==> src/design/ffa_pkg.sv <==
// Shared types, widths and codes for the fault flag aggregator.
`timescale 1ns / 1ps

package ffa_pkg;

  localparam int FAULT_COUNT = 32;
  localparam int FLAG_W      = 32;
  localparam int TIMER_W     = 24;
  localparam int DELTA_W     = 16;
  localparam int COUNT_W     = 16;
  localparam int SEL_W       = 5;
  localparam int SEV_W       = 3;
  localparam int CFG_IDX_W   = 3;
  localparam int CFG_DATA_W  = 32;

  localparam logic [CFG_IDX_W-1:0] CFG_MISSION_MASK  = 3'd0;
  localparam logic [CFG_IDX_W-1:0] CFG_CRITICAL_MASK = 3'd1;
  localparam logic [CFG_IDX_W-1:0] CFG_DEGRADED_MASK = 3'd2;
  localparam logic [CFG_IDX_W-1:0] CFG_STICKY_MASK   = 3'd3;
  localparam logic [CFG_IDX_W-1:0] CFG_RECOVERY_HOLD = 3'd4;

  localparam logic [SEV_W-1:0] SEV_NONE     = 3'd0;
  localparam logic [SEV_W-1:0] SEV_WARNING  = 3'd1;
  localparam logic [SEV_W-1:0] SEV_DEGRADED = 3'd2;
  localparam logic [SEV_W-1:0] SEV_CRITICAL = 3'd3;
  localparam logic [SEV_W-1:0] SEV_MISSION  = 3'd4;

  localparam logic REQ_STEP  = 1'b0;
  localparam logic REQ_RAISE = 1'b1;

  typedef enum logic [1:0] {
    ST_IDLE,
    ST_EVAL,
    ST_COMMIT
  } state_t;

  typedef struct packed {
    logic eval;
    logic commit;
    logic raise;
  } lane_ctrl_t;

  typedef struct packed {
    logic [FLAG_W-1:0]  active_flags;
    logic [FLAG_W-1:0]  latched_flags;
    logic [FLAG_W-1:0]  changed_flags;
    logic [SEV_W-1:0]   severity;
    logic               fault_changed;
    logic [COUNT_W-1:0] selected_count;
  } result_t;

endpackage

==> src/design/ffa_merge.sv <==
// Merging stage: change report, latched set, severity grade and counter selection.
`timescale 1ns / 1ps

module ffa_merge (
  input  logic [ffa_pkg::FLAG_W-1:0]  new_set,
  input  logic [ffa_pkg::FLAG_W-1:0]  active_set,
  input  logic [ffa_pkg::FLAG_W-1:0]  latched_set,
  input  logic [ffa_pkg::FLAG_W-1:0]  mission_mask,
  input  logic [ffa_pkg::FLAG_W-1:0]  critical_mask,
  input  logic [ffa_pkg::FLAG_W-1:0]  degraded_mask,
  input  logic [ffa_pkg::COUNT_W-1:0] counts [ffa_pkg::FLAG_W],
  input  logic [ffa_pkg::SEL_W-1:0]   sel,
  output ffa_pkg::result_t            res
);

  logic [ffa_pkg::FLAG_W-1:0] changed;

  assign changed = new_set ^ active_set;

  always_comb begin
    res.active_flags   = new_set;
    res.latched_flags  = latched_set | new_set;
    res.changed_flags  = changed;
    res.fault_changed  = |changed;
    res.selected_count = counts[sel];
    if (|(new_set & mission_mask)) begin
      res.severity = ffa_pkg::SEV_MISSION;
    end else if (|(new_set & critical_mask)) begin
      res.severity = ffa_pkg::SEV_CRITICAL;
    end else if (|(new_set & degraded_mask)) begin
      res.severity = ffa_pkg::SEV_DEGRADED;
    end else if (|new_set) begin
      res.severity = ffa_pkg::SEV_WARNING;
    end else begin
      res.severity = ffa_pkg::SEV_NONE;
    end
  end

endmodule

==> config.mk <==
export PLATFORM = sky130hd
export DESIGN_NAME = ffa_merge
export DESIGN_NICKNAME = d
export VERILOG_FILES = /design/src/design/ffa_pkg.sv /design/src/design/ffa_merge.sv
export SDC_FILE = /design/constraint.sdc
export NUM_CORES = 1
export LEC_CHECK = 0
export BUFFER_PORTS_ARGS = -buffer_cell sky130_fd_sc_hd__buf_2
export CAP_MARGIN = 20
export CELL_PAD_IN_SITES_DETAIL_PLACEMENT = 0
export CELL_PAD_IN_SITES_GLOBAL_PLACEMENT = 1
export CORE_AREA = 4 4 315 317
export DETAILED_ROUTE_END_ITERATION = 6
export DIE_AREA = 0 0 319 321
export GPL_TIMING_DRIVEN = 0
export PLACE_DENSITY = 0.34
export SLEW_MARGIN = 0
export SYNTH_ARGS = -nofsm -noshare
export SYNTH_HDL_FRONTEND = slang
export SYNTH_SLANG_ARGS = --single-unit
export TNS_END_PERCENT = 30
==> constraint.sdc <==
create_clock -name vclk -period 2.7
set_input_delay 0.405 -clock vclk [all_inputs]
set_output_delay 0.405 -clock vclk [all_outputs]
set_load 0.005 [all_outputs]
==> reports/metrics.yaml <==
synth_cells: 547
antenna_left: 0
start_util_pct: 6.10
hold_ws_ns: 1.06
grt_first_pass_wirelength_mm: 107
grt_max_degree: 11
io_buffer_count: 820
slew_viol_final: 0
ioPinCount: 825
post-route-util_pct: 12.8
synth_area_per_cell_um2: 10.7
wl_mm: 86.0
clock.fmax_ghz: 0.376
yosysUniqueCellTypes: 32
outcome: "finished, final reports clean"
synth_area_leader_cell: "mux4_2"
ys_seq_area_share_pct: 0
drv_cap: 0
p_comb_share_pct: 100.0
overflow: 0
setup_violations: 0
startpoint: "sel[3]"
worst_slew_pin_slew_ns: 0.765
drtPass1Iterations: 5
p_int_mw: 1.05
fin_cells: 2683
yosysWarnings: 0
synth_top_area_share_pct: 27.2
multiInputGateArea_mm2: 0.00547
die_w_um: 319
swShare_pct: 52.0
antenna_found_initial: 77
p_switching_mw: 1.13
hpwlAfterDp_mm: 79.3
cp_data_required_time_ns: 2.30
crit_end: "res[15]"
core_mm2: 0.0963
remaining_drc_errors: 0
hold_viol_final: 0
period_minus_slack_ns: 2.66
die_h_um: 321
worst-path-max-fanout: 10
netlist_area_mm2: 0.00587
syn_nets: 1256
drtIter0Drc: 428
first_global_vias: 10600
total_leakage_power_nw: 5.69
via_count: 9580
seq_cells: 0
layout_setup_ws_ns: 0.0388
worst-setup-path-type: "in2out"
seq_area_um2: 0
crit_path_end_kind: "output port"
hold_path.class: "in2out"
dieArea_mm2: 0.102
arrival_ns: 2.26
tns_ns: 0
ys_top_cells_by_area: "mux4_2 (27%), mux2i_1 (14%), mux4_1 (11%)"
drt-wirelength-per-cell_um: 32.1
num_rows: 114
via_per_inst: 3.57
pre_cts_slack_ns: -1.06
clkbuf_count: 0
nFillCells: 11200
clockPowerShare_pct: 0
grt_usage_pct: 15.7
area_growth_pct: 110
gp_congestion: 0.869
max-vdd-ir-drop_mv: 0.0532
placed_cells: 2646
cts_hold_buf: 0
relSlewSlack_pct: 48.9
nets: 2102
period_share_pct: 98.6
powerDensity_mw_per_mm2: 177
layout-drive-gt1-share_pct: 78.4
p_seq_share_pct: 0
start_kind: "input pin"
## cells in the mapped netlist
| master | instances |
|---|---|
| buf_12 | 3 |
| xor2_1 | 32 |
| dlygate4sd3_1 | 3 |
| a221oi_1 | 32 |
| buf_6 | 8 |
| or2_2 | 33 |
| o211ai_1 | 36 |
| dlygate4sd1_1 | 4 |
| mux4_2 | 71 |
| buf_8 | 3 |
| a22oi_1 | 48 |
| and2b_1 | 1 |
| clkdlybuf4s15_1 | 1 |
| nor2_1 | 1 |
| o211ai_2 | 13 |
| buf_4 | 37 |
| nor3_1 | 1 |
| mux4_1 | 25 |
| a31oi_1 | 1 |
| a21oi_1 | 1 |
| o21ai_0 | 9 |
| clkbuf_1 | 11 |
| nand2_1 | 18 |
| and2_1 | 1 |
| mux2i_1 | 80 |
| nand4_1 | 15 |
| buf_2 | 16 |
| mux2_2 | 16 |
| inv_1 | 1 |
| nor4_1 | 18 |
| o21ai_1 | 7 |
| dlymetal6s2s_1 | 1 |
## power groups by stage
stage	Clock (mW)	Sequential, mW	Combinational [mW]
2_1_floorplan	0	0	0.792
3_3_place_gp	0	0	2.11
3_5_place_dp	0	0	2.12
4_1_cts	0	0	2.24
5_1_grt	0.000000300	0	2.31
6_report	0.000000799	0	2.18
## cells by family (layout without fill, tap and decap cells)
family | count (synthesis) | count (layout) | share of synthesized area [%]
compound gates | 147 | 147 | 19.8
mux | 192 | 192 | 55.1
other cells | 0 | 16 | 0
xor+xnor | 32 | 32 | 4.77
buf+inv | 88 | 932 | 11.7
simple gates | 88 | 88 | 8.57
## stage by stage
stage	total power [mW]	cell area, um2
after floorplan	0.792	5870
after global placement	2.11	11600
after detailed placement	2.12	11600
after CTS	2.24	12100
after global routing	2.31	12300
final	2.18	12300
## how the worst min path moves through the flow
stage,startpoint,to,cells after the start
after floorplan,new_set[1],res[21],1
after global placement,latched_set[11],res[63],3
after detailed placement,latched_set[11],res[63],3
after CTS,latched_set[30],res[82],3
after global routing,latched_set[11],res[63],3
final,latched_set[30],res[82],3
## timing repair
item                       CTS  global route
resized for setup           93            10
setup endpoints to repair   19             8
cloned                       0             1
buffers inserted            10            11
pin swaps                    9             6
## cell usage in the layout (no fill, tap or decap), drive strengths merged
master,n
dlygate4sd2,2
inv,1
a31oi,1
and2,1
mux4,96
xor2,32
buf,914
diode,16
dlygate4sd1,1
nor2,1
a21oi,1
mux2i,80
dlymetal6s2s,1
o21ai,16
nand2,18
a221oi,32
a22oi,48
clkdlybuf4s15,4
dlygate4sd3,1
nor4,18
o211ai,49
mux2,16
or2,33
and2b,1
clkbuf,8
nor3,1
nand4,15
## per-layer routing
layer / wire length [um] / part of all wire [%] / global-route usage, %
met1: 27700 / 32 / 14.8
met4: 2240 / 2.6 / 2.62
met3: 6430 / 7.5 / 4.34
met5: 223 / 0.26 / 0
met2: 49400 / 57 / 33.3
## final cells by class
| class | count | area share (%) |
|---|---|---|
| antenna | 16 | 0.325 |
| tap | 1276 | 13.0 |
| multi-input combinational | 459 | 44.4 |
| timing repair buffer | 845 | 35.5 |
| inverter | 1 | 0.0305 |
| buffer | 86 | 6.77 |
## critical path, stage by stage
cell	delay (ns)
buf_6	0.15
buf_2	0.30
mux4_2	0.37
mux2_2	0.33
o211ai_1	0.32
o211ai_1	0.18
buf_2	0.20
Note: power is estimated with default switching activity, not from simulation.
