===== src/design/ffa_pkg.sv =====
// Shared types, widths and codes for the fault flag aggregator.
`timescale 1ns / 1ps

package ffa_pkg;

  localparam int FAULT_COUNT = 32;
  localparam int FLAG_W      = 32;
  localparam int TIMER_W     = 24;
  localparam int DELTA_W     = 16;
  localparam int COUNT_W     = 16;
  localparam int SEL_W       = 5;
  localparam int SEV_W       = 3;
  localparam int CFG_IDX_W   = 3;
  localparam int CFG_DATA_W  = 32;

  localparam logic [CFG_IDX_W-1:0] CFG_MISSION_MASK  = 3'd0;
  localparam logic [CFG_IDX_W-1:0] CFG_CRITICAL_MASK = 3'd1;
  localparam logic [CFG_IDX_W-1:0] CFG_DEGRADED_MASK = 3'd2;
  localparam logic [CFG_IDX_W-1:0] CFG_STICKY_MASK   = 3'd3;
  localparam logic [CFG_IDX_W-1:0] CFG_RECOVERY_HOLD = 3'd4;

  localparam logic [SEV_W-1:0] SEV_NONE     = 3'd0;
  localparam logic [SEV_W-1:0] SEV_WARNING  = 3'd1;
  localparam logic [SEV_W-1:0] SEV_DEGRADED = 3'd2;
  localparam logic [SEV_W-1:0] SEV_CRITICAL = 3'd3;
  localparam logic [SEV_W-1:0] SEV_MISSION  = 3'd4;

  localparam logic REQ_STEP  = 1'b0;
  localparam logic REQ_RAISE = 1'b1;

  typedef enum logic [1:0] {
    ST_IDLE,
    ST_EVAL,
    ST_COMMIT
  } state_t;

  typedef struct packed {
    logic eval;
    logic commit;
    logic raise;
  } lane_ctrl_t;

  typedef struct packed {
    logic [FLAG_W-1:0]  active_flags;
    logic [FLAG_W-1:0]  latched_flags;
    logic [FLAG_W-1:0]  changed_flags;
    logic [SEV_W-1:0]   severity;
    logic               fault_changed;
    logic [COUNT_W-1:0] selected_count;
  } result_t;

endpackage


===== src/design/ffa_lane.sv =====
// One fault lane: recovery hold timer, next active bit and occurrence counter.
`timescale 1ns / 1ps

module ffa_lane (
  input  logic                             clk,
  input  logic                             rst_n,
  input  ffa_pkg::lane_ctrl_t              ctrl,
  input  logic                             raw_bit,
  input  logic                             active_bit,
  input  logic                             sticky_bit,
  input  logic [ffa_pkg::DELTA_W-1:0]      delta,
  input  logic [ffa_pkg::TIMER_W-1:0]      hold,
  output logic                             pend_bit,
  output logic [ffa_pkg::COUNT_W-1:0]      count_out
);

  logic [ffa_pkg::TIMER_W-1:0] timer_r, timer_nxt;
  logic [ffa_pkg::COUNT_W-1:0] count_r, count_nxt;
  logic                        pend_r, pend_nxt;
  logic [ffa_pkg::TIMER_W:0]   sum;
  logic [ffa_pkg::TIMER_W-1:0] sat_sum;
  logic                        hit;
  logic                        rising;

  assign sum     = {1'b0, timer_r} + {{(ffa_pkg::TIMER_W + 1 - ffa_pkg::DELTA_W){1'b0}}, delta};
  assign sat_sum = sum[ffa_pkg::TIMER_W] ? {ffa_pkg::TIMER_W{1'b1}} : sum[ffa_pkg::TIMER_W-1:0];
  assign hit     = raw_bit | (active_bit & sticky_bit);

  always_comb begin
    timer_nxt = timer_r;
    pend_nxt  = pend_r;
    if (ctrl.eval) begin
      if (ctrl.raise) begin
        pend_nxt = active_bit | raw_bit;
      end else if (hit) begin
        timer_nxt = '0;
        pend_nxt  = 1'b1;
      end else if (active_bit) begin
        timer_nxt = sat_sum;
        pend_nxt  = (sat_sum < hold);
      end else begin
        timer_nxt = '0;
        pend_nxt  = 1'b0;
      end
    end
  end

  assign rising = pend_r & ~active_bit;

  always_comb begin
    count_nxt = count_r;
    if (ctrl.commit && rising && (count_r != {ffa_pkg::COUNT_W{1'b1}})) begin
      count_nxt = count_r + (ffa_pkg::COUNT_W)'(1);
    end
  end

  always_ff @(posedge clk) begin
    if (!rst_n) begin
      timer_r <= '0;
      count_r <= '0;
      pend_r  <= 1'b0;
    end else begin
      timer_r <= timer_nxt;
      count_r <= count_nxt;
      pend_r  <= pend_nxt;
    end
  end

  assign pend_bit  = pend_r;
  assign count_out = count_nxt;

endmodule


===== config.mk =====
export PLATFORM = sky130hd
export DESIGN_NAME = ffa_lane
export DESIGN_NICKNAME = d
export VERILOG_FILES = /design/src/design/ffa_pkg.sv /design/src/design/ffa_lane.sv
export SDC_FILE = /design/constraint.sdc
export NUM_CORES = 1
export LEC_CHECK = 0
export ABC_AREA = 1
export ABC_CLOCK_PERIOD_IN_PS = 8000
export BUFFER_PORTS_ARGS = -buffer_cell sky130_fd_sc_hd__buf_2
export CAP_MARGIN = 15
export CORE_ASPECT_RATIO = 1.4
export CORE_MARGIN = 1.5
export CORE_UTILIZATION = 60
export CTS_CLUSTER_DIAMETER = 40
export CTS_CLUSTER_SIZE = 14
export DETAILED_ROUTE_END_ITERATION = 16
export PLACE_DENSITY_LB_ADDON = 0.12
export SLEW_MARGIN = 10
export SYNTH_ARGS = -nofsm -noshare
export SYNTH_HDL_FRONTEND = slang
export SYNTH_SLANG_ARGS = --single-unit

===== constraint.sdc =====
create_clock -name clk -period 8 [get_ports clk]
set_clock_uncertainty 0.15 [all_clocks]
set_input_delay 1.6 -clock clk [delete_from_list [all_inputs] [get_ports clk]]
set_output_delay 1.6 -clock clk [all_outputs]
set_load 0.005 [all_outputs]

==> reports/summary.md <==
- **status** completed
- **data required time of the worst path** 6.25 ns
- **starting density of the core** 61.9%
- **Std-Cell Core Area** 5450 um^2
- **chip height** 91.7 um
- **worst hold stages** 2
- **total standard cell area after synthesis** 3370 um^2
- **global-route usage over all layers** 29.8%
- **number of cell rows** 32
- **# hold bufs at CTS** 0
- **Worst Setup Path Type** in -> out
- **final antenna diode count** 0
- **Avg Synthesized Cell Area** 6.42 um^2
- **reg-to-reg slack, setup** 4.43 ns
- **number of nets at the end of the flow** 677
- **primary flip-flop cell chosen by synthesis mapping** sky130_fd_sc_hd__dfxtp_1
- **cell accounting for the most synthesized area** sky130_fd_sc_hd__dfxtp_1
- **worst slew margin relative to its limit** 44.0%
- **data arrival time of the worst path** 2.93 ns
- **port buffer count** 64
- **worst-margin pin slew** 0.838 ns
- **via count** 3571
- **critical path peak fanout** 10
- **post-detailed-route DRC marker count** 0
- **share of the clock period used by the worst path after layout** 58.6%
- **clock tree root buffer cell** sky130_fd_sc_hd__clkbuf_8
- **cell types occupying the most area after synthesis** sky130_fd_sc_hd__dfxtp_1, sky130_fd_sc_hd__nand2_1, sky130_fd_sc_hd__ha_1
- **nets in the synthesized netlist** 614
- **placement-stage worst setup slack** 3.06 ns
- **worst r2r path cells** 20
- **Max Slew Vio Count** 0
- **critical register-to-register path endpoint** pend_bit
- **power density over cell area** 109 nW/um^2
- **aggregate global routing overflow** 0
- **min-delay src** timer_r[4]
- **share of cells above drive strength 1** 16.3%
- **unrepaired setup endpoints after global routing** no
- **largest net degree at the start of global routing** 25
- **top cell types by occurrence after synthesis** sky130_fd_sc_hd__nand2_1, sky130_fd_sc_hd__inv_1, sky130_fd_sc_hd__a21oi_1
- **number of global-route vias before repair** 3516
- **footprint of the multi-input gates** 2230 um^2
- **setup tns final** 0 ns
- **Inserted Clock Buffers** 5
- **crit path capture type** primary output
- **most frequent cell after synthesis** sky130_fd_sc_hd__nand2_1
- **routability-driven placement congestion ratio** 0.906
- **post-detailed-route via-to-cell ratio** 5.44
- **delay of the slowest cell on the worst path** 0.21 ns
- **buffer count from post-CTS setup fixing** 0
- **Worst-path clk slew** 0.08 ns
- **Max IR drop VDD** 0.0814 mV
- **width of the die** 66.3 um
- **number of synthesized flops with an enable pin** 0
- **endpoints failing hold** 0
- **area share of the largest cell type after synthesis** 24.4%
- **I/O pin cnt** 65
- **Layout Area Growth over Synthesis** 13.9%
- **Cell variety after synth** 33
- **Post-DRT Antenna Nets** 0
- **crit-path cells** buf_2, nor2_1, nand2_2, nor2_2, nand3_1, nor2_1, nand4_1, xnor2_1, buf_2
- **drt total wl** 8.30 mm
- **source-to-sink clock delay at the later pin of the worst-skew pair** 0.30 ns
- **number of clock sinks** 41
- **Leakage** 1.94 nW
- **time the final worst path needs with I/O delays and setup** 4.68 ns
- **type of origin of the critical path** primary input
- **initial antenna violation count** 0
- **DP HPWL** 6.73 mm
- **TritonCTS clock tree** done
- **dominant delay contributor by cell family on the critical path** simple AND/OR/NAND/NOR gates
- **warning count from the yosys run** 0
- **synthesis-stage register bit count** 41
- **hold crit path type** reg -> reg
- **register area share after synthesis** 24.4%
- **slowest stage cell on the critical path** sky130_fd_sc_hd__xnor2_1
- **count of cells resized by post-cts repair** 0
- **ys async rst share** 0%
- **area of the die** 6080 um^2
- **number of instances in the synthesized netlist** 525
- **DRC violation total after the first TritonRoute iteration** 129
- **area taken by flip-flops and latches** 821 um^2
- **layout filler cell count** 534
- **Final WS setup** 3.32 ns
- **total buffers and inverters traversed by the critical path** 2
- **endpoint of the worst hold path** timer_r[4]
- **max-capacitance violation count** 0
- **average wire per cell in the routed design** 12.6 um
- **achievable frequency** 0.213 GHz
- **first-pass GRT wire length** 14.4 mm
- **Clock Tree Buf Depth** 2
- **H-tree depth** 2
- **final number of setup-violating endpoints** 0
- **TritonRoute pass-1 iters** 4
- **reg2reg start** timer_r[0]
-- power breakdown --
group	switching (mW)	internal (mW)	leakage [nW]	total, mW
clock network	0.0774	0.0603	0.0439	0.138
logic	0.0439	0.0307	1.57	0.0746
registers	0.00125	0.206	0.331	0.207
-- layer usage --
layer,up-vias,global-route usage (%),wire length (um)
li1,1823,-,-
met1,1640,30.5,3330
met2,89,57.3,4420
met3,19,4.91,331
met4,0,11.7,222
met5,-,0,0
-- cells in the final DEF, fill, tap and decap left out, types with 2 or more instances in the layout --
cell type	netlist	final
sky130_fd_sc_hd__ha_1	40	40
sky130_fd_sc_hd__inv_2	3	3
sky130_fd_sc_hd__a31oi_1	2	2
sky130_fd_sc_hd__buf_4	1	2
sky130_fd_sc_hd__nor4_1	3	3
sky130_fd_sc_hd__xor2_1	12	12
sky130_fd_sc_hd__o21ai_0	21	21
sky130_fd_sc_hd__xnor2_1	4	4
sky130_fd_sc_hd__and2_1	2	2
sky130_fd_sc_hd__a211oi_1	3	3
sky130_fd_sc_hd__nand4_1	8	8
sky130_fd_sc_hd__a21oi_1	60	60
sky130_fd_sc_hd__nand3_2	3	3
sky130_fd_sc_hd__inv_1	71	71
sky130_fd_sc_hd__dfxtp_1	41	41
sky130_fd_sc_hd__nand3_1	21	21
sky130_fd_sc_hd__buf_2	0	64
sky130_fd_sc_hd__nand3b_1	3	3
sky130_fd_sc_hd__nor3_1	3	2
sky130_fd_sc_hd__nor2_1	48	48
sky130_fd_sc_hd__nand2_2	3	3
sky130_fd_sc_hd__nand2_1	144	144
sky130_fd_sc_hd__or2_2	9	9
sky130_fd_sc_hd__o21ai_1	3	3
sky130_fd_sc_hd__clkinv_2	0	2
sky130_fd_sc_hd__clkbuf_8	0	5
-- layout make-up --
| class | count | share of cell area (%) |
|---|---|---|
| clock inverter | 3 | 0.456 |
| multi-input combinational | 400 | 58.2 |
| sequential | 41 | 21.4 |
| timing repair buffer | 66 | 8.74 |
| clock buffer | 5 | 1.79 |
| inverter | 74 | 7.24 |
| tap | 68 | 2.22 |
-- worst register-to-register path, cell delays in order, from the launching register on --
cell and delay (ns):
sky130_fd_sc_hd__dfxtp_1 0.32, sky130_fd_sc_hd__ha_1 0.21, sky130_fd_sc_hd__fa_1 0.41, sky130_fd_sc_hd__nand3_1 0.14, sky130_fd_sc_hd__nand3_2 0.09, sky130_fd_sc_hd__nand2_1 0.08, sky130_fd_sc_hd__nand2_2 0.08, sky130_fd_sc_hd__nand2_1 0.08
sky130_fd_sc_hd__nand2_1 0.29, sky130_fd_sc_hd__inv_2 0.29, sky130_fd_sc_hd__o21ai_0 0.17, sky130_fd_sc_hd__ha_1 0.32, sky130_fd_sc_hd__a21oi_1 0.15, sky130_fd_sc_hd__nor2_1 0.05, sky130_fd_sc_hd__a211oi_1 0.16, sky130_fd_sc_hd__o21ai_0 0.10
sky130_fd_sc_hd__nand2_1 0.06, sky130_fd_sc_hd__nand2_1 0.05, sky130_fd_sc_hd__nor2_1 0.11, sky130_fd_sc_hd__nand2_1 0.07, sky130_fd_sc_hd__a21oi_1 0.11
-- worst max path at each step --
stage	from	cells past startpoint	slack [ns]	endpoint
after floorplan	delta[0]	21	3.64	pend_bit
after global placement	delta[0]	21	3.17	pend_bit
after detailed placement	delta[0]	21	3.06	pend_bit
after CTS	active_bit	9	3.32	count_out[14]
after global routing	delta[0]	21	3.05	pend_bit
final	active_bit	9	3.32	count_out[14]
-- state kept, by name, summed over array words and instances, names as in the netlist --
register / flops
count_r: 16
pend_bit: 1
timer_r: 24
-- cell families after synthesis --
kind of cell | after synthesis | share of synthesized area (%)
adders and majority gates | 41 | 15.4
buffers and inverters | 84 | 9.51
xor gates and xnor gates | 16 | 4.16
AOI/OAI and AO/OA | 93 | 14.8
and+or+nand+nor | 250 | 31.7
DFF | 41 | 24.4
-- metrics by stage --
stage               std cells  hold slack, ns  cell area (um^2)  utilization, %  power, mW
detailed placement        649           0.312              3750            68.9      0.286
global placement          649           0.305              3750            68.9      0.284
finish                    657           0.323              3840            70.5      0.419
floorplan                 525           0.299              3370               -      0.259
CTS                       657           0.324              3840            70.5      0.422
global route              657           0.350              3840            70.5      0.440
Power figures use the tool's default switching activity.
